$ cat src/tone_grade_pixel_filter_top_assert.svh
// ----------------------------------------------------------------------------
// Tone grade pixel filter assertion macros
// Shared concurrent assertion forms, clocked on clk_i and off during reset.
// ----------------------------------------------------------------------------
`ifndef TONE_GRADE_PIXEL_FILTER_TOP_ASSERT_SVH
`define TONE_GRADE_PIXEL_FILTER_TOP_ASSERT_SVH

// The consequent must hold in the same cycle as the antecedent.
`define TGPF_ASSERT_IMP(lbl, ante, cons, msg) \
  lbl: assert property (@(posedge clk_i) disable iff (!rst_ni) (ante) |-> (cons)) \
    else $error(msg);

// The consequent must hold in the cycle after the antecedent.
`define TGPF_ASSERT_NXT(lbl, ante, cons, msg) \
  lbl: assert property (@(posedge clk_i) disable iff (!rst_ni) (ante) |=> (cons)) \
    else $error(msg);

`endif

$ cat src/tgpf_pkg.sv
// ----------------------------------------------------------------------------
// Tone grade pixel filter package
// Shared types, constants and the per-tone term table.
// ----------------------------------------------------------------------------
package tgpf_pkg;

  // Configuration register indexes.
  localparam logic [3:0] CFG_TONE_MODE = 4'd0;
  localparam logic [3:0] CFG_STRENGTH  = 4'd1;

  // Channel indexes used by the back end.
  localparam logic [1:0] CH_RED = 2'd0;
  localparam logic [1:0] CH_GRN = 2'd1;
  localparam logic [1:0] CH_BLU = 2'd2;

  // Weight codes with 8 fraction bits.
  localparam logic [8:0] K005 = 9'd13;
  localparam logic [8:0] K01  = 9'd26;
  localparam logic [8:0] K015 = 9'd38;
  localparam logic [8:0] K02  = 9'd51;
  localparam logic [8:0] K03  = 9'd77;
  localparam logic [8:0] K04  = 9'd102;
  localparam logic [8:0] K05  = 9'd128;
  localparam logic [8:0] K06  = 9'd154;
  localparam logic [8:0] K07  = 9'd179;
  localparam logic [8:0] K08  = 9'd205;
  localparam logic [8:0] K09  = 9'd230;
  localparam logic [8:0] K1   = 9'd256;

  typedef enum logic [4:0] {
    TONE_SOFT, TONE_INTENSE, TONE_WARM, TONE_COLD, TONE_PASTEL, TONE_MUTED,
    TONE_VIBRANT, TONE_ROUGH, TONE_GOLDEN, TONE_NOIR, TONE_NEON, TONE_DREAM,
    TONE_SUNSET, TONE_OCEAN, TONE_FOREST, TONE_TWILIGHT, TONE_EMBER,
    TONE_FROST, TONE_HAZE, TONE_CANDY, TONE_LAVA, TONE_ALIEN, TONE_VINTAGE,
    TONE_CYBER
  } tone_e;

  // Left operand of a term difference.
  typedef enum logic [3:0] {
    A_ZERO, A_C, A_R, A_G, A_B, A_Y, A_LV, A_SR, A_SG, A_SB, A_VIB, A_NOISE,
    A_CYB
  } opa_e;

  // Right operand of a term difference.
  typedef enum logic [2:0] {
    B_ZERO, B_C, B_R, B_G, B_B, B_Y, B_L128, B_SB
  } opb_e;

  // One scaled term: (a - b) * k * factor / 2^24, added or subtracted.
  typedef struct packed {
    opa_e        a;
    logic [7:0]  av;
    opb_e        b;
    logic [8:0]  k;
    logic        neg;
    logic        inv;
  } term_t;

  // One pixel on its way from the front end to the back end.
  typedef struct packed {
    logic [7:0]        red;
    logic [7:0]        green;
    logic [7:0]        blue;
    logic [15:0]       luma;
    logic signed [6:0] noise;
    logic [4:0]        mode;
  } tgpf_item_t;

  // Queue status seen by both sides.
  typedef struct packed {
    logic full;
    logic empty;
  } tgpf_qstat_t;

  function automatic term_t mk(opa_e a, logic [7:0] av, opb_e b, logic [8:0] k);
    term_t t;
    t.a   = a;
    t.av  = av;
    t.b   = b;
    t.k   = k;
    t.neg = 1'b0;
    t.inv = 1'b0;
    return t;
  endfunction

  // Subtracted term of the own channel alone.
  function automatic term_t mkn(logic [8:0] k);
    term_t t;
    t     = mk(A_C, 8'd0, B_ZERO, k);
    t.neg = 1'b1;
    return t;
  endfunction

  // Returns term idx of channel ch for tone mode. Unused slots weigh zero.
  function automatic term_t tone_term(logic [4:0] mode, logic [1:0] ch,
                                      logic [1:0] idx);
    term_t z;
    term_t t0;
    term_t t1;
    term_t t2;
    term_t res;
    z  = mk(A_ZERO, 8'd0, B_ZERO, 9'd0);
    t0 = z;
    t1 = z;
    t2 = z;
    unique case (mode)
      TONE_SOFT: begin
        t0 = mk(A_Y, 8'd0, B_C, K05);
        t1 = mk(A_LV, 8'd128, B_C, K03);
      end
      TONE_INTENSE: begin
        t0 = mk(A_C, 8'd0, B_Y, K08);
        t1 = mk(A_C, 8'd0, B_L128, K06);
      end
      TONE_WARM: begin
        case (ch)
          CH_RED: begin
            t0 = mk(A_LV, 8'd255, B_C, K04);
            t1 = mk(A_C, 8'd0, B_Y, K02);
          end
          CH_GRN: begin
            t0 = mk(A_LV, 8'd255, B_C, K015);
            t1 = mk(A_Y, 8'd0, B_C, K01);
          end
          default: begin
            t0 = mkn(K05);
            t1 = mk(A_Y, 8'd0, B_C, K02);
          end
        endcase
      end
      TONE_COLD: begin
        case (ch)
          CH_RED: begin
            t0 = mkn(K05);
            t1 = mk(A_Y, 8'd0, B_C, K02);
          end
          CH_GRN: begin
            t0 = mk(A_LV, 8'd255, B_C, K015);
            t1 = mk(A_Y, 8'd0, B_C, K01);
          end
          default: begin
            t0 = mk(A_LV, 8'd255, B_C, K04);
            t1 = mk(A_C, 8'd0, B_Y, K02);
          end
        endcase
      end
      TONE_PASTEL: begin
        t0 = mk(A_LV, 8'd255, B_C, K07);
        t1 = mk(A_Y, 8'd0, B_C, K02);
      end
      TONE_MUTED: begin
        t0 = mk(A_Y, 8'd0, B_C, K09);
      end
      TONE_VIBRANT: begin
        t0 = mk(A_VIB, 8'd0, B_C, K07);
        t1 = mk(A_C, 8'd0, B_Y, K05);
      end
      TONE_ROUGH: begin
        t0 = mk(A_NOISE, 8'd0, B_ZERO, K1);
        t1 = mk(A_C, 8'd0, B_Y, K03);
      end
      TONE_GOLDEN: begin
        case (ch)
          CH_RED: begin
            t0 = mk(A_LV, 8'd255, B_C, K05);
            t1 = mk(A_C, 8'd0, B_B, K03);
          end
          CH_GRN: begin
            t0 = mk(A_LV, 8'd215, B_C, K04);
            t1 = mk(A_C, 8'd128, B_SB, K03);
          end
          default: begin
            t0 = mkn(K06);
            t1 = mk(A_SR, 8'd51, B_C, K03);
          end
        endcase
      end
      TONE_NOIR: begin
        t0     = mk(A_C, 8'd0, B_Y, K1);
        t0.inv = 1'b1;
        t1     = mk(A_Y, 8'd0, B_L128, K04);
      end
      TONE_NEON: begin
        case (ch)
          CH_RED: begin
            t0 = mk(A_LV, 8'd255, B_C, K08);
            t1 = mk(A_C, 8'd0, B_Y, K06);
          end
          CH_GRN: begin
            t0 = mk(A_LV, 8'd255, B_C, K03);
            t1 = mk(A_C, 8'd0, B_B, K05);
          end
          default: begin
            t0 = mk(A_LV, 8'd255, B_C, K08);
            t1 = mk(A_C, 8'd0, B_R, K05);
          end
        endcase
      end
      TONE_DREAM: begin
        t0 = mk(A_LV, 8'd255, B_C, K04);
        case (ch)
          CH_RED: begin
            t1 = mk(A_G, 8'd0, B_C, K03);
            t2 = mk(A_B, 8'd0, B_C, K02);
          end
          CH_GRN: begin
            t1 = mk(A_R, 8'd0, B_C, K03);
            t2 = mk(A_B, 8'd0, B_C, K02);
          end
          default: begin
            t1 = mk(A_R, 8'd0, B_C, K03);
            t2 = mk(A_G, 8'd0, B_C, K02);
          end
        endcase
      end
      TONE_SUNSET: begin
        case (ch)
          CH_RED: begin
            t0 = mk(A_LV, 8'd255, B_C, K06);
          end
          CH_GRN: begin
            t0 = mk(A_LV, 8'd140, B_C, K05);
            t1 = mk(A_R, 8'd0, B_C, K03);
          end
          default: begin
            t0 = mk(A_LV, 8'd180, B_C, K04);
            t1 = mkn(K03);
          end
        endcase
      end
      TONE_OCEAN: begin
        case (ch)
          CH_RED: begin
            t0 = mkn(K05);
            t1 = mk(A_SB, 8'd51, B_C, K03);
          end
          CH_GRN: begin
            t0 = mk(A_LV, 8'd180, B_C, K04);
            t1 = mk(A_B, 8'd0, B_C, K03);
          end
          default: begin
            t0 = mk(A_LV, 8'd255, B_C, K05);
            t1 = mk(A_C, 8'd0, B_R, K03);
          end
        endcase
      end
      TONE_FOREST: begin
        case (ch)
          CH_RED: begin
            t0 = mkn(K05);
            t1 = mk(A_SG, 8'd26, B_C, K03);
          end
          CH_GRN: begin
            t0 = mk(A_LV, 8'd200, B_C, K04);
            t1 = mk(A_C, 8'd0, B_R, K03);
            t2 = mk(A_C, 8'd0, B_B, K02);
          end
          default: begin
            t0 = mkn(K04);
            t1 = mk(A_SG, 8'd26, B_C, K02);
          end
        endcase
      end
      TONE_TWILIGHT: begin
        case (ch)
          CH_RED: begin
            t0 = mk(A_LV, 8'd100, B_C, K05);
            t1 = mk(A_B, 8'd0, B_C, K03);
          end
          CH_GRN: begin
            t0 = mk(A_LV, 8'd80, B_C, K04);
            t1 = mk(A_SB, 8'd77, B_C, K02);
          end
          default: begin
            t0 = mk(A_LV, 8'd180, B_C, K05);
            t1 = mk(A_C, 8'd0, B_R, K03);
          end
        endcase
      end
      TONE_EMBER: begin
        case (ch)
          CH_RED: begin
            t0 = mk(A_LV, 8'd255, B_C, K07);
          end
          CH_GRN: begin
            t0 = mk(A_LV, 8'd100, B_C, K05);
            t1 = mk(A_SR, 8'd77, B_C, K03);
          end
          default: begin
            t0 = mkn(K07);
            t1 = mk(A_SR, 8'd13, B_C, K02);
          end
        endcase
      end
      TONE_FROST: begin
        case (ch)
          CH_RED: begin
            t0 = mk(A_LV, 8'd220, B_C, K04);
            t1 = mk(A_B, 8'd0, B_C, K03);
          end
          CH_GRN: begin
            t0 = mk(A_LV, 8'd230, B_C, K04);
            t1 = mk(A_B, 8'd0, B_C, K03);
          end
          default: begin
            t0 = mk(A_LV, 8'd255, B_C, K05);
          end
        endcase
      end
      TONE_HAZE: begin
        t0 = mk(A_LV, 8'd200, B_C, K05);
        t1 = mk(A_LV, 8'd128, B_C, K03);
      end
      TONE_CANDY: begin
        case (ch)
          CH_RED: begin
            t0 = mk(A_LV, 8'd255, B_C, K06);
            t1 = mk(A_G, 8'd0, B_C, K03);
          end
          CH_GRN: begin
            t0 = mk(A_SR, 8'd77, B_C, K04);
            t1 = mk(A_SB, 8'd51, B_C, K03);
          end
          default: begin
            t0 = mk(A_LV, 8'd255, B_C, K05);
            t1 = mk(A_SR, 8'd51, B_C, K03);
          end
        endcase
      end
      TONE_LAVA: begin
        case (ch)
          CH_RED: begin
            t0 = mk(A_LV, 8'd255, B_C, K08);
          end
          CH_GRN: begin
            t0 = mk(A_LV, 8'd60, B_C, K06);
            t1 = mk(A_SR, 8'd51, B_C, K03);
          end
          default: begin
            t0 = mkn(K08);
          end
        endcase
      end
      TONE_ALIEN: begin
        case (ch)
          CH_RED: begin
            t0 = mkn(K04);
            t1 = mk(A_SG, 8'd128, B_C, K04);
          end
          CH_GRN: begin
            t0 = mk(A_LV, 8'd255, B_C, K05);
            t1 = mk(A_C, 8'd0, B_R, K03);
          end
          default: begin
            t0 = mk(A_LV, 8'd180, B_C, K04);
            t1 = mk(A_SG, 8'd77, B_C, K03);
          end
        endcase
      end
      TONE_VINTAGE: begin
        case (ch)
          CH_RED: begin
            t0 = mk(A_LV, 8'd210, B_C, K03);
            t1 = mk(A_LV, 8'd128, B_C, K02);
            t2 = mk(A_SG, 8'd26, B_C, K02);
          end
          CH_GRN: begin
            t0 = mk(A_LV, 8'd180, B_C, K03);
            t1 = mk(A_LV, 8'd128, B_C, K02);
          end
          default: begin
            t0 = mk(A_LV, 8'd100, B_C, K04);
            t1 = mk(A_SR, 8'd13, B_C, K02);
          end
        endcase
      end
      TONE_CYBER: begin
        case (ch)
          CH_RED: begin
            t0 = mk(A_CYB, 8'd0, B_ZERO, K06);
            t1 = mk(A_B, 8'd0, B_C, K03);
          end
          CH_GRN: begin
            t0 = mk(A_SB, 8'd128, B_C, K05);
            t1 = mk(A_LV, 8'd255, B_C, K02);
          end
          default: begin
            t0 = mk(A_LV, 8'd255, B_C, K07);
            t1 = mk(A_C, 8'd0, B_R, K03);
          end
        endcase
      end
      default: begin
        // Unassigned tone codes pass the pixel through.
        t0 = z;
      end
    endcase
    case (idx)
      2'd0:    res = t0;
      2'd1:    res = t1;
      2'd2:    res = t2;
      default: res = z;
    endcase
    return res;
  endfunction

endpackage

$ cat src/tgpf_front.sv
// ----------------------------------------------------------------------------
// Tone grade pixel filter front end
// Accepts pixels, computes luminance and rough-tone noise, feeds the queue.
// ----------------------------------------------------------------------------
module tgpf_front import tgpf_pkg::*; (
  input  logic        clk_i,
  input  logic        rst_ni,
  input  logic        in_valid_i,
  output logic        in_ready_o,
  input  logic [7:0]  red_in_i,
  input  logic [7:0]  green_in_i,
  input  logic [7:0]  blue_in_i,
  input  logic [4:0]  mode_i,
  input  tgpf_qstat_t stat_i,
  output logic        push_o,
  output tgpf_item_t  item_o
);

  logic        f_valid_q;
  logic [7:0]  red_q;
  logic [7:0]  green_q;
  logic [7:0]  blue_q;
  logic [4:0]  mode_q;
  logic [31:0] seed_q;
  logic [31:0] seed_d;
  logic        accept;

  logic [23:0] luma_sum;
  logic [6:0]  nib_sum;
  logic [4:0]  fold1;
  logic [4:0]  fold2;
  logic [2:0]  mod5;
  logic [6:0]  mod80;

  assign push_o     = f_valid_q && !stat_i.full;
  assign in_ready_o = !f_valid_q || push_o;
  assign accept     = in_valid_i && in_ready_o;

  // The xorshift generator steps once for each rough-tone transaction.
  always_comb begin
    seed_d = seed_q;
    if (accept && (mode_i == TONE_ROUGH)) begin
      seed_d = seed_d ^ (seed_d << 13);
      seed_d = seed_d ^ (seed_d >> 17);
      seed_d = seed_d ^ (seed_d << 5);
    end
  end

  always_ff @(posedge clk_i or negedge rst_ni) begin
    if (!rst_ni) begin
      f_valid_q <= 1'b0;
      seed_q    <= 32'd1;
    end else begin
      seed_q <= seed_d;
      if (accept) begin
        f_valid_q <= 1'b1;
      end else if (push_o) begin
        f_valid_q <= 1'b0;
      end
    end
  end

  always_ff @(posedge clk_i) begin
    if (accept) begin
      red_q   <= red_in_i;
      green_q <= green_in_i;
      blue_q  <= blue_in_i;
      mode_q  <= mode_i;
    end
  end

  // Luminance with 16 fraction bits; the item keeps the top 16 bits, 8 fraction bits.
  assign luma_sum = 24'(red_q * 14'd13933) + 24'(green_q * 16'd46871)
                  + 24'(blue_q * 13'd4732);

  // Seed mod 80: low nibble plus 16 times the upper bits mod 5. Since 16 is
  // 1 mod 5, the upper bits reduce by summing their nibbles.
  always_comb begin
    nib_sum = 7'd0;
    for (int i = 0; i < 7; i++) begin
      nib_sum = nib_sum + {3'b000, seed_q[4*i+4 +: 4]};
    end
    fold1 = {2'b00, nib_sum[6:4]} + {1'b0, nib_sum[3:0]};
    fold2 = {4'b0000, fold1[4]} + {1'b0, fold1[3:0]};
    if (fold2 >= 5'd15) begin
      mod5 = 3'(fold2 - 5'd15);
    end else if (fold2 >= 5'd10) begin
      mod5 = 3'(fold2 - 5'd10);
    end else if (fold2 >= 5'd5) begin
      mod5 = 3'(fold2 - 5'd5);
    end else begin
      mod5 = fold2[2:0];
    end
    mod80 = {mod5, seed_q[3:0]};
  end

  always_comb begin
    item_o.red   = red_q;
    item_o.green = green_q;
    item_o.blue  = blue_q;
    item_o.luma  = luma_sum[23:8];
    item_o.noise = $signed(mod80 - 7'd40);
    item_o.mode  = mode_q;
  end

endmodule

$ cat src/tgpf_queue.sv
// ----------------------------------------------------------------------------
// Tone grade pixel filter queue
// Two-entry queue between the front end and the back end.
// ----------------------------------------------------------------------------
module tgpf_queue import tgpf_pkg::*; (
  input  logic        clk_i,
  input  logic        rst_ni,
  input  logic        push_i,
  input  tgpf_item_t  item_i,
  input  logic        pop_i,
  output tgpf_item_t  item_o,
  output tgpf_qstat_t stat_o
);

  tgpf_item_t slot_q [2];
  logic       wptr_q;
  logic       rptr_q;
  logic [1:0] count_q;

  assign stat_o.full  = (count_q == 2'd2);
  assign stat_o.empty = (count_q == 2'd0);
  assign item_o       = slot_q[rptr_q];

  // Pointers and fill level.
  always_ff @(posedge clk_i or negedge rst_ni) begin
    if (!rst_ni) begin
      wptr_q  <= 1'b0;
      rptr_q  <= 1'b0;
      count_q <= 2'd0;
    end else begin
      if (push_i) begin
        wptr_q <= !wptr_q;
      end
      if (pop_i) begin
        rptr_q <= !rptr_q;
      end
      if (push_i && !pop_i) begin
        count_q <= count_q + 2'd1;
      end else if (pop_i && !push_i) begin
        count_q <= count_q - 2'd1;
      end
    end
  end

  always_ff @(posedge clk_i) begin
    if (push_i) begin
      slot_q[wptr_q] <= item_i;
    end
  end

endmodule

$ cat src/tgpf_back.sv
// ----------------------------------------------------------------------------
// Tone grade pixel filter back end
// Walks the tone terms of each channel through a shared scaling pipeline.
// ----------------------------------------------------------------------------
module tgpf_back import tgpf_pkg::*; (
  input  logic        clk_i,
  input  logic        rst_ni,
  input  tgpf_item_t  item_i,
  input  tgpf_qstat_t stat_i,
  output logic        pop_o,
  input  logic [16:0] sfac_i,
  output logic        out_valid_o,
  input  logic        out_ready_i,
  output logic [7:0]  red_out_o,
  output logic [7:0]  green_out_o,
  output logic [7:0]  blue_out_o
);

  localparam logic [1:0] ST_IDLE  = 2'd0;
  localparam logic [1:0] ST_ISSUE = 2'd1;
  localparam logic [1:0] ST_FIN   = 2'd2;

  logic [1:0] st_q;
  logic [1:0] ch_q;
  logic [1:0] idx_q;
  logic       v0_q;
  logic       v1_q;
  logic       out_valid_q;

  tgpf_item_t cur_q;
  term_t      tm;

  logic [7:0]         own;
  logic [7:0]         mx;
  logic [15:0]        a_scl;
  logic [15:0]        b_scl;
  logic [15:0]        r77;
  logic signed [17:0] opa;
  logic signed [17:0] opb;

  logic signed [17:0] d_q;
  logic [8:0]         k0_q;
  logic               neg0_q;
  logic               inv0_q;
  logic [1:0]         ch0_q;
  logic signed [27:0] pd_q;
  logic               neg1_q;
  logic               inv1_q;
  logic [1:0]         ch1_q;

  logic [16:0]        fac;
  logic signed [45:0] prod;
  logic signed [20:0] fterm;
  logic signed [20:0] acc_q [3];
  logic [7:0]         red_q;
  logic [7:0]         green_q;
  logic [7:0]         blue_q;

  function automatic logic [7:0] clamp8(logic signed [20:0] t);
    logic [7:0] res;
    if (t[20]) begin
      res = 8'd0;
    end else if (t[19:16] != 4'd0) begin
      res = 8'd255;
    end else begin
      res = t[15:8];
    end
    return res;
  endfunction

  assign pop_o       = (st_q == ST_IDLE) && !stat_i.empty && !out_valid_q;
  assign out_valid_o = out_valid_q;
  assign red_out_o   = red_q;
  assign green_out_o = green_q;
  assign blue_out_o  = blue_q;

  // Sequencer: nine term slots per pixel, then wait for the pipeline.
  always_ff @(posedge clk_i or negedge rst_ni) begin
    if (!rst_ni) begin
      st_q        <= ST_IDLE;
      ch_q        <= CH_RED;
      idx_q       <= 2'd0;
      v0_q        <= 1'b0;
      v1_q        <= 1'b0;
      out_valid_q <= 1'b0;
    end else begin
      v0_q <= (st_q == ST_ISSUE);
      v1_q <= v0_q;
      if (out_valid_q && out_ready_i) begin
        out_valid_q <= 1'b0;
      end
      unique case (st_q)
        ST_IDLE: begin
          ch_q  <= CH_RED;
          idx_q <= 2'd0;
          if (pop_o) begin
            st_q <= ST_ISSUE;
          end
        end
        ST_ISSUE: begin
          if (idx_q == 2'd2) begin
            idx_q <= 2'd0;
            if (ch_q == CH_BLU) begin
              st_q <= ST_FIN;
            end else begin
              ch_q <= ch_q + 2'd1;
            end
          end else begin
            idx_q <= idx_q + 2'd1;
          end
        end
        ST_FIN: begin
          if (!v0_q && !v1_q) begin
            out_valid_q <= 1'b1;
            st_q        <= ST_IDLE;
          end
        end
        default: begin
          st_q <= ST_IDLE;
        end
      endcase
    end
  end

  assign tm = tone_term(cur_q.mode, ch_q, idx_q);

  // Operand selection for the current term.
  always_comb begin
    case (ch_q)
      CH_RED:  own = cur_q.red;
      CH_GRN:  own = cur_q.green;
      default: own = cur_q.blue;
    endcase
    mx = (cur_q.red > cur_q.green) ? cur_q.red : cur_q.green;
    if (cur_q.blue > mx) begin
      mx = cur_q.blue;
    end
    r77 = {8'd0, cur_q.red} * {8'd0, K03[7:0]};
    case (tm.a)
      A_SR:    a_scl = {8'd0, cur_q.red} * {8'd0, tm.av};
      A_SG:    a_scl = {8'd0, cur_q.green} * {8'd0, tm.av};
      default: a_scl = {8'd0, cur_q.blue} * {8'd0, tm.av};
    endcase
    b_scl = {8'd0, cur_q.blue} * {8'd0, tm.av};

    unique case (tm.a)
      A_C:     opa = $signed({2'b00, own, 8'd0});
      A_R:     opa = $signed({2'b00, cur_q.red, 8'd0});
      A_G:     opa = $signed({2'b00, cur_q.green, 8'd0});
      A_B:     opa = $signed({2'b00, cur_q.blue, 8'd0});
      A_Y:     opa = $signed({2'b00, cur_q.luma});
      A_LV:    opa = $signed({2'b00, tm.av, 8'd0});
      A_SR, A_SG, A_SB: opa = $signed({2'b00, a_scl});
      A_VIB:   opa = (own == mx) ? $signed({2'b00, 8'd255, 8'd0}) : 18'sd0;
      A_NOISE: opa = $signed({{3{cur_q.noise[6]}}, cur_q.noise, 8'd0});
      A_CYB: begin
        // Bright red pulls toward white, otherwise red is pushed down.
        if (cur_q.red > 8'd200) begin
          opa = $signed({2'b00, 8'd255, 8'd0}) - $signed({2'b00, cur_q.red, 8'd0});
        end else begin
          opa = -$signed({2'b00, r77});
        end
      end
      default: opa = 18'sd0;
    endcase

    unique case (tm.b)
      B_C:     opb = $signed({2'b00, own, 8'd0});
      B_R:     opb = $signed({2'b00, cur_q.red, 8'd0});
      B_G:     opb = $signed({2'b00, cur_q.green, 8'd0});
      B_B:     opb = $signed({2'b00, cur_q.blue, 8'd0});
      B_Y:     opb = $signed({2'b00, cur_q.luma});
      B_L128:  opb = $signed({2'b00, 8'd128, 8'd0});
      B_SB:    opb = $signed({2'b00, b_scl});
      default: opb = 18'sd0;
    endcase
  end

  // Stage two of the term pipeline: scale by the strength factor or its
  // complement and keep the floor of the result.
  assign fac   = inv1_q ? 17'(18'd65536 - {1'b0, sfac_i}) : sfac_i;
  assign prod  = pd_q * $signed({1'b0, fac});
  assign fterm = {prod[43], prod[43:24]};

  always_ff @(posedge clk_i) begin
    if (pop_o) begin
      cur_q <= item_i;
      // Noir starts from luminance; every other tone from the channel.
      if (item_i.mode == TONE_NOIR) begin
        acc_q[0] <= $signed({5'd0, item_i.luma});
        acc_q[1] <= $signed({5'd0, item_i.luma});
        acc_q[2] <= $signed({5'd0, item_i.luma});
      end else begin
        acc_q[0] <= $signed({5'd0, item_i.red, 8'd0});
        acc_q[1] <= $signed({5'd0, item_i.green, 8'd0});
        acc_q[2] <= $signed({5'd0, item_i.blue, 8'd0});
      end
    end else if (v1_q) begin
      if (neg1_q) begin
        acc_q[ch1_q] <= acc_q[ch1_q] - fterm;
      end else begin
        acc_q[ch1_q] <= acc_q[ch1_q] + fterm;
      end
    end

    // Stage zero: term difference.
    d_q    <= opa - opb;
    k0_q   <= tm.k;
    neg0_q <= tm.neg;
    inv0_q <= tm.inv;
    ch0_q  <= ch_q;

    // Stage one: weight product.
    pd_q   <= d_q * $signed({1'b0, k0_q});
    neg1_q <= neg0_q;
    inv1_q <= inv0_q;
    ch1_q  <= ch0_q;

    if ((st_q == ST_FIN) && !v0_q && !v1_q) begin
      red_q   <= clamp8(acc_q[0]);
      green_q <= clamp8(acc_q[1]);
      blue_q  <= clamp8(acc_q[2]);
    end
  end

endmodule

$ cat src/tone_grade_pixel_filter_top.sv
// An accepted pixel passes the front end register and the queue. The back end
// takes it from the queue, walks nine term steps, and drains its scaling
// pipeline into the output register. It takes the next pixel only after the
// output transaction is done.
// Reset: asynchronous, active low; tone mode and strength clear to zero and the
// noise generator seed returns to one.
// ----------------------------------------------------------------------------
// Tone grade pixel filter top level
// Configuration registers, front end, queue and back end of the tone grader.
// ----------------------------------------------------------------------------
`include "tone_grade_pixel_filter_top_assert.svh"

module tone_grade_pixel_filter_top import tgpf_pkg::*; (
  input  logic       clk_i,
  input  logic       rst_ni,
  input  logic       cfg_valid_i,
  output logic       cfg_ready_o,
  input  logic [3:0] cfg_index_i,
  input  logic [7:0] cfg_data_i,
  input  logic       in_valid_i,
  output logic       in_ready_o,
  input  logic [7:0] red_in_i,
  input  logic [7:0] green_in_i,
  input  logic [7:0] blue_in_i,
  output logic       out_valid_o,
  input  logic       out_ready_i,
  output logic [7:0] red_out_o,
  output logic [7:0] green_out_o,
  output logic [7:0] blue_out_o
);

  logic [4:0]  mode_q;
  logic [16:0] sfac_q;
  logic [16:0] sfac_d;
  logic [6:0]  pct;
  logic [11:0] rnd_num;
  logic [22:0] rnd_prod;
  logic        cfg_wr;

  logic        push;
  logic        pop;
  tgpf_item_t  f_item;
  tgpf_item_t  q_item;
  tgpf_qstat_t q_stat;

  assign cfg_ready_o = 1'b1;
  assign cfg_wr      = cfg_valid_i && cfg_ready_o;

  // Strength factor in Q1.16: 655 * p + round(0.36 * p), the rounding part
  // taken by a reciprocal multiply that is exact for p up to 100.
  always_comb begin
    pct      = (cfg_data_i[6:0] > 7'd100) ? 7'd100 : cfg_data_i[6:0];
    rnd_num  = 12'(pct * 6'd36) + 12'd50;
    rnd_prod = {11'd0, rnd_num} * 23'd1311;
    sfac_d   = 17'(pct * 10'd655) + {11'd0, rnd_prod[22:17]};
  end

  always_ff @(posedge clk_i or negedge rst_ni) begin
    if (!rst_ni) begin
      mode_q <= TONE_SOFT;
      sfac_q <= 17'd0;
    end else if (cfg_wr) begin
      if (cfg_index_i == CFG_TONE_MODE) begin
        mode_q <= cfg_data_i[4:0];
      end else if (cfg_index_i == CFG_STRENGTH) begin
        sfac_q <= sfac_d;
      end
    end
  end

  tgpf_front u_front (
    .clk_i      (clk_i),
    .rst_ni     (rst_ni),
    .in_valid_i (in_valid_i),
    .in_ready_o (in_ready_o),
    .red_in_i   (red_in_i),
    .green_in_i (green_in_i),
    .blue_in_i  (blue_in_i),
    .mode_i     (mode_q),
    .stat_i     (q_stat),
    .push_o     (push),
    .item_o     (f_item)
  );

  tgpf_queue u_queue (
    .clk_i  (clk_i),
    .rst_ni (rst_ni),
    .push_i (push),
    .item_i (f_item),
    .pop_i  (pop),
    .item_o (q_item),
    .stat_o (q_stat)
  );

  tgpf_back u_back (
    .clk_i       (clk_i),
    .rst_ni      (rst_ni),
    .item_i      (q_item),
    .stat_i      (q_stat),
    .pop_o       (pop),
    .sfac_i      (sfac_q),
    .out_valid_o (out_valid_o),
    .out_ready_i (out_ready_i),
    .red_out_o   (red_out_o),
    .green_out_o (green_out_o),
    .blue_out_o  (blue_out_o)
  );

  // Strength factor never exceeds unity.
  `TGPF_ASSERT_IMP(a_sfac_range, 1'b1, sfac_q <= 17'd65536, "strength factor above one")
  // The front end never writes into a full queue.
  `TGPF_ASSERT_IMP(a_no_overflow, push, !q_stat.full, "push into full queue")
  // A push without a pop leaves the queue holding an entry.
  `TGPF_ASSERT_NXT(a_push_fills, push && !pop, !q_stat.empty, "queue lost a transaction")

endmodule
$ cat config.mk
export PLATFORM = sky130hd
export DESIGN_NAME = tone_grade_pixel_filter_top
export DESIGN_NICKNAME = d
export VERILOG_FILES = /design/src/tgpf_pkg.sv /design/src/tgpf_front.sv /design/src/tgpf_queue.sv /design/src/tgpf_back.sv /design/src/tone_grade_pixel_filter_top.sv
export VERILOG_INCLUDE_DIRS = /design/src /design/src/src
export SDC_FILE = /design/constraint.sdc
export NUM_CORES = 2
export LEC_CHECK = 0
export ABC_AREA = 1
export BUFFER_PORTS_ARGS = -buffer_cell sky130_fd_sc_hd__buf_2
export CORE_MARGIN = 5
export CORE_UTILIZATION = 33
export DETAILED_ROUTE_END_ITERATION = 10
export PLACE_DENSITY_LB_ADDON = 0.2
export SETUP_SLACK_MARGIN = 0.3
export SYNTH_ARGS = -nofsm -noshare
export SYNTH_HDL_FRONTEND = slang
export SYNTH_SLANG_ARGS = --single-unit
$ cat constraint.sdc
create_clock -name clk_i -period 21.1 [get_ports clk_i]
set_input_delay 3.165 -clock clk_i [delete_from_list [all_inputs] [get_ports clk_i]]
set_output_delay 3.165 -clock clk_i [all_outputs]
set_load 0.02 [all_outputs]
==> impl_metrics.py <==
metrics = {
    "critical_path": {
        "cp-end-kind": "register",
        "startpoint_type": "primary input",
        "required_ps": 21600,
        "critPathMaxStageDelay_ps": 610,
        "ff2ff_path_depth": 52,
        "rr_startpoint": "sfac_q[0]",
        "cpLargestDelayFamily": "adder cells",
        "crit_arrival_ps": 13050,
        "crit_top_cell": "inv_1",
        "cp_num_buf_inv": 12,
        "slowest_stage": "xor2_1",
        "crit_type": "primary input to register",
        "r2r_slack_ps": 9560,
        "timing.rr.end": "u_back.acc_q[1][18]",
        "path_max_fanout": 7,
    },
    "final_layout": {
        "synthToLayoutAreaGrowth_pct": 7.34,
        "ff_latch_area_mm2": 0.0118,
        "fillerInstances": 20100,
        "nets": 9431,
        "multi_input_area_mm2": 0.0445,
        "layout_common_cells": "inv_1 (1765), nand2_1 (1687), fa_1 (906)",
        "drive_gt1_frac": 0.0380,
        "final_common_cell": "inv_1",
    },
    "routing": {
        "num_vias": 50200,
        "drc": 0,
        "wirelength_mm": 200,
        "detail-route-antenna-nets": 0,
        "viasPerCell": 4.84,
        "wire_per_inst_um": 19.2,
        "drt_first_pass_iters": 6,
        "drt_first_iter_violations": 3065,
    },
    "clock_network": {
        "cts-root-buf": "clkbuf_16",
        "numCtsBuffers": 48,
        "clock_latency_ps": 650,
        "cts_tree": "built",
        "h-tree-depth": 2,
        "clkTransAtPathRegs_ps": 60,
        "cts_resized": 0,
        "cts_hold_buf": 0,
        "cts_num_sinks": 424,
        "cts_setup_buffers": 0,
        "clockBufferDepth": 3,
    },
    "logic_synthesis": {
        "ys_seq_area_frac": 0.184,
        "ys.warnings.count": 0,
        "yosys.area.top_type_share": 0.284,
        "ys_types": 64,
        "synthArstFlopShare": 0.160,
        "syn_nets": 9455,
        "dominantRegCellSynth": "edfxtp_1",
        "synth_top_area_cell": "fa_1",
        "ys_ff_latch": 424,
        "synthesis.area_mm2": 0.0638,
        "syn_inst": 7833,
        "synth-edff-count": 293,
        "synth_area_leaders": "fa_1 (28%), edfxtp_1 (14%), ha_1 (13%)",
        "syn_area_per_cell_um2": 8.14,
    },
    "timing": {
        "post-route-min-period_ps": 12550,
        "skew_ps": 28.9,
        "finalSetupViolCount": 0,
        "rsz0062_at_grt": "false",
        "finalHoldViolCount": 0,
        "finalMaxSlewViolations": 0,
        "relSlewSlack": 0.268,
        "fmax_ghz": 0.0797,
        "fin_crit_sh": 0.595,
        "fin_tns_setup_ps": 0,
        "tightest_slew_ps": 1090,
    },
    "worst_hold_path": {
        "hold_class": "register to register",
        "hold_start": "u_back.neg0_q",
        "whs_endpoint": "u_back.neg1_q",
        "min_path_cells": 0,
    },
    "grt": {
        "antenna_found_initial": 5,
        "use_met3": 0.0188,
        "grt_util_met1": 0.262,
        "grt.total_usage": 0.198,
        "grt_start_max_net_pins": 56,
        "grt-busiest-layer": "met2",
        "grt_pass1_vias": 52500,
        "grt.overflow.total": 0,
        "grt.met2_usage": 0.340,
        "grt_pass1_wl_mm": 312,
    },
    "floorplan": {
        "core.rowCount": 161,
        "die_area_mm2": 0.202,
        "start_util": 0.332,
        "die_height_um": 450,
        "die_x_um": 450,
        "io_pins": 68,
        "core_area_mm2": 0.192,
    },
    "flow_run": {
        "maxCapViolCount": 0,
    },
    "placement": {
        "gp_congestion": 0.951,
        "dp_hpwl_mm": 165,
        "port_buffers": 65,
    },
    "outcome": {
        "status": "finished clean",
    },
}
[cell type report]
type / count / area share
Multi-Input combinational cell: 5408 / 0.650
Sequential cell: 424 / 0.172
Inverter: 1816 / 0.0996
Tap cell: 2526 / 0.0462
Clock buffer: 60 / 0.0189
Timing Repair Buffer: 111 / 0.00983
Clock inverter: 27 / 0.00331
Antenna cell: 2 / 0.0000731
[flip-flops by register name, indices dropped and copies added, names as in the netlist, 2 cells and up]
register,flops
u_queue.slot_q,104
u_back.acc_q,84
u_back.cur_q,52
u_front.seed_q,32
u_back.pd_q,28
u_back.d_q,18
sfac_q,17
u_back.k0_q,9
u_back.blue_out_o,8
u_back.green_out_o,8
u_back.red_out_o,8
u_front.blue_q,8
u_front.green_q,8
u_front.red_q,8
mode_q,5
u_front.mode_q,5
u_back.ch0_q,2
u_back.ch1_q,2
u_back.ch_q,2
u_back.idx_q,2
u_back.st_q,2
u_queue.count_q,2
[cells in the mapped netlist (63+ instances only)]
cell,instances
xor2_1,135
nand3_1,209
clkbuf_1,150
dfrtp_1,67
inv_1,1765
edfxtp_1,293
nand2_1,1687
dfxtp_1,63
xnor2_1,108
nor2_1,710
fa_1,906
o21ai_0,258
a21oi_1,266
ha_1,675
[per-layer routing]
layer | part of all wire | wire (µm)
met1 | 0.44 | 88100
met2 | 0.48 | 95300
met5 | 0.00016 | 31
met3 | 0.040 | 8060
met4 | 0.041 | 8140
[metrics by stage]
step / area, µm² / worst slack (ps) / instances / hold WS, ps / util
final: 68500 / 8550 / 10400 / 325 / 0.356
after floorplan: 63800 / 8790 / 7833 / 310 / -
after global routing: 68500 / 7520 / 10400 / 338 / 0.356
after CTS: 68500 / 8520 / 10400 / 326 / 0.356
after detailed placement: 66900 / 7830 / 10300 / 312 / 0.348
after global placement: 66900 / 7880 / 10300 / 314 / 0.348
[cells by family (layout without fill, tap and decap cells)]
kind of cell    after synthesis  in the layout  synth area share
compound gates              739            739            0.0649
xor+xnor                    243            243            0.0334
fa+ha+maj                  1581           1581             0.417
buf+inv                    2001           2014             0.118
flops                       424            424             0.184
other cells                   1              3         0.0000588
simple gates               2844           2844             0.182
[worst max path at each step]
stage                  startpoint          to  slack, ps  cells after the start
CTS                 cfg_data_i[0]  sfac_q[12]       8520                     53
detailed placement  cfg_data_i[0]  sfac_q[12]       7830                     53
global placement    cfg_data_i[0]  sfac_q[12]       7880                     53
finish              cfg_data_i[0]  sfac_q[12]       8550                     53
global route        cfg_data_i[0]  sfac_q[12]       7520                     53
floorplan           cfg_data_i[0]  sfac_q[12]       8790                     52
Power is left out: the tool's default activity adds up to more than one toggle a clock period on the data nets, which glitch-free logic cannot reach.
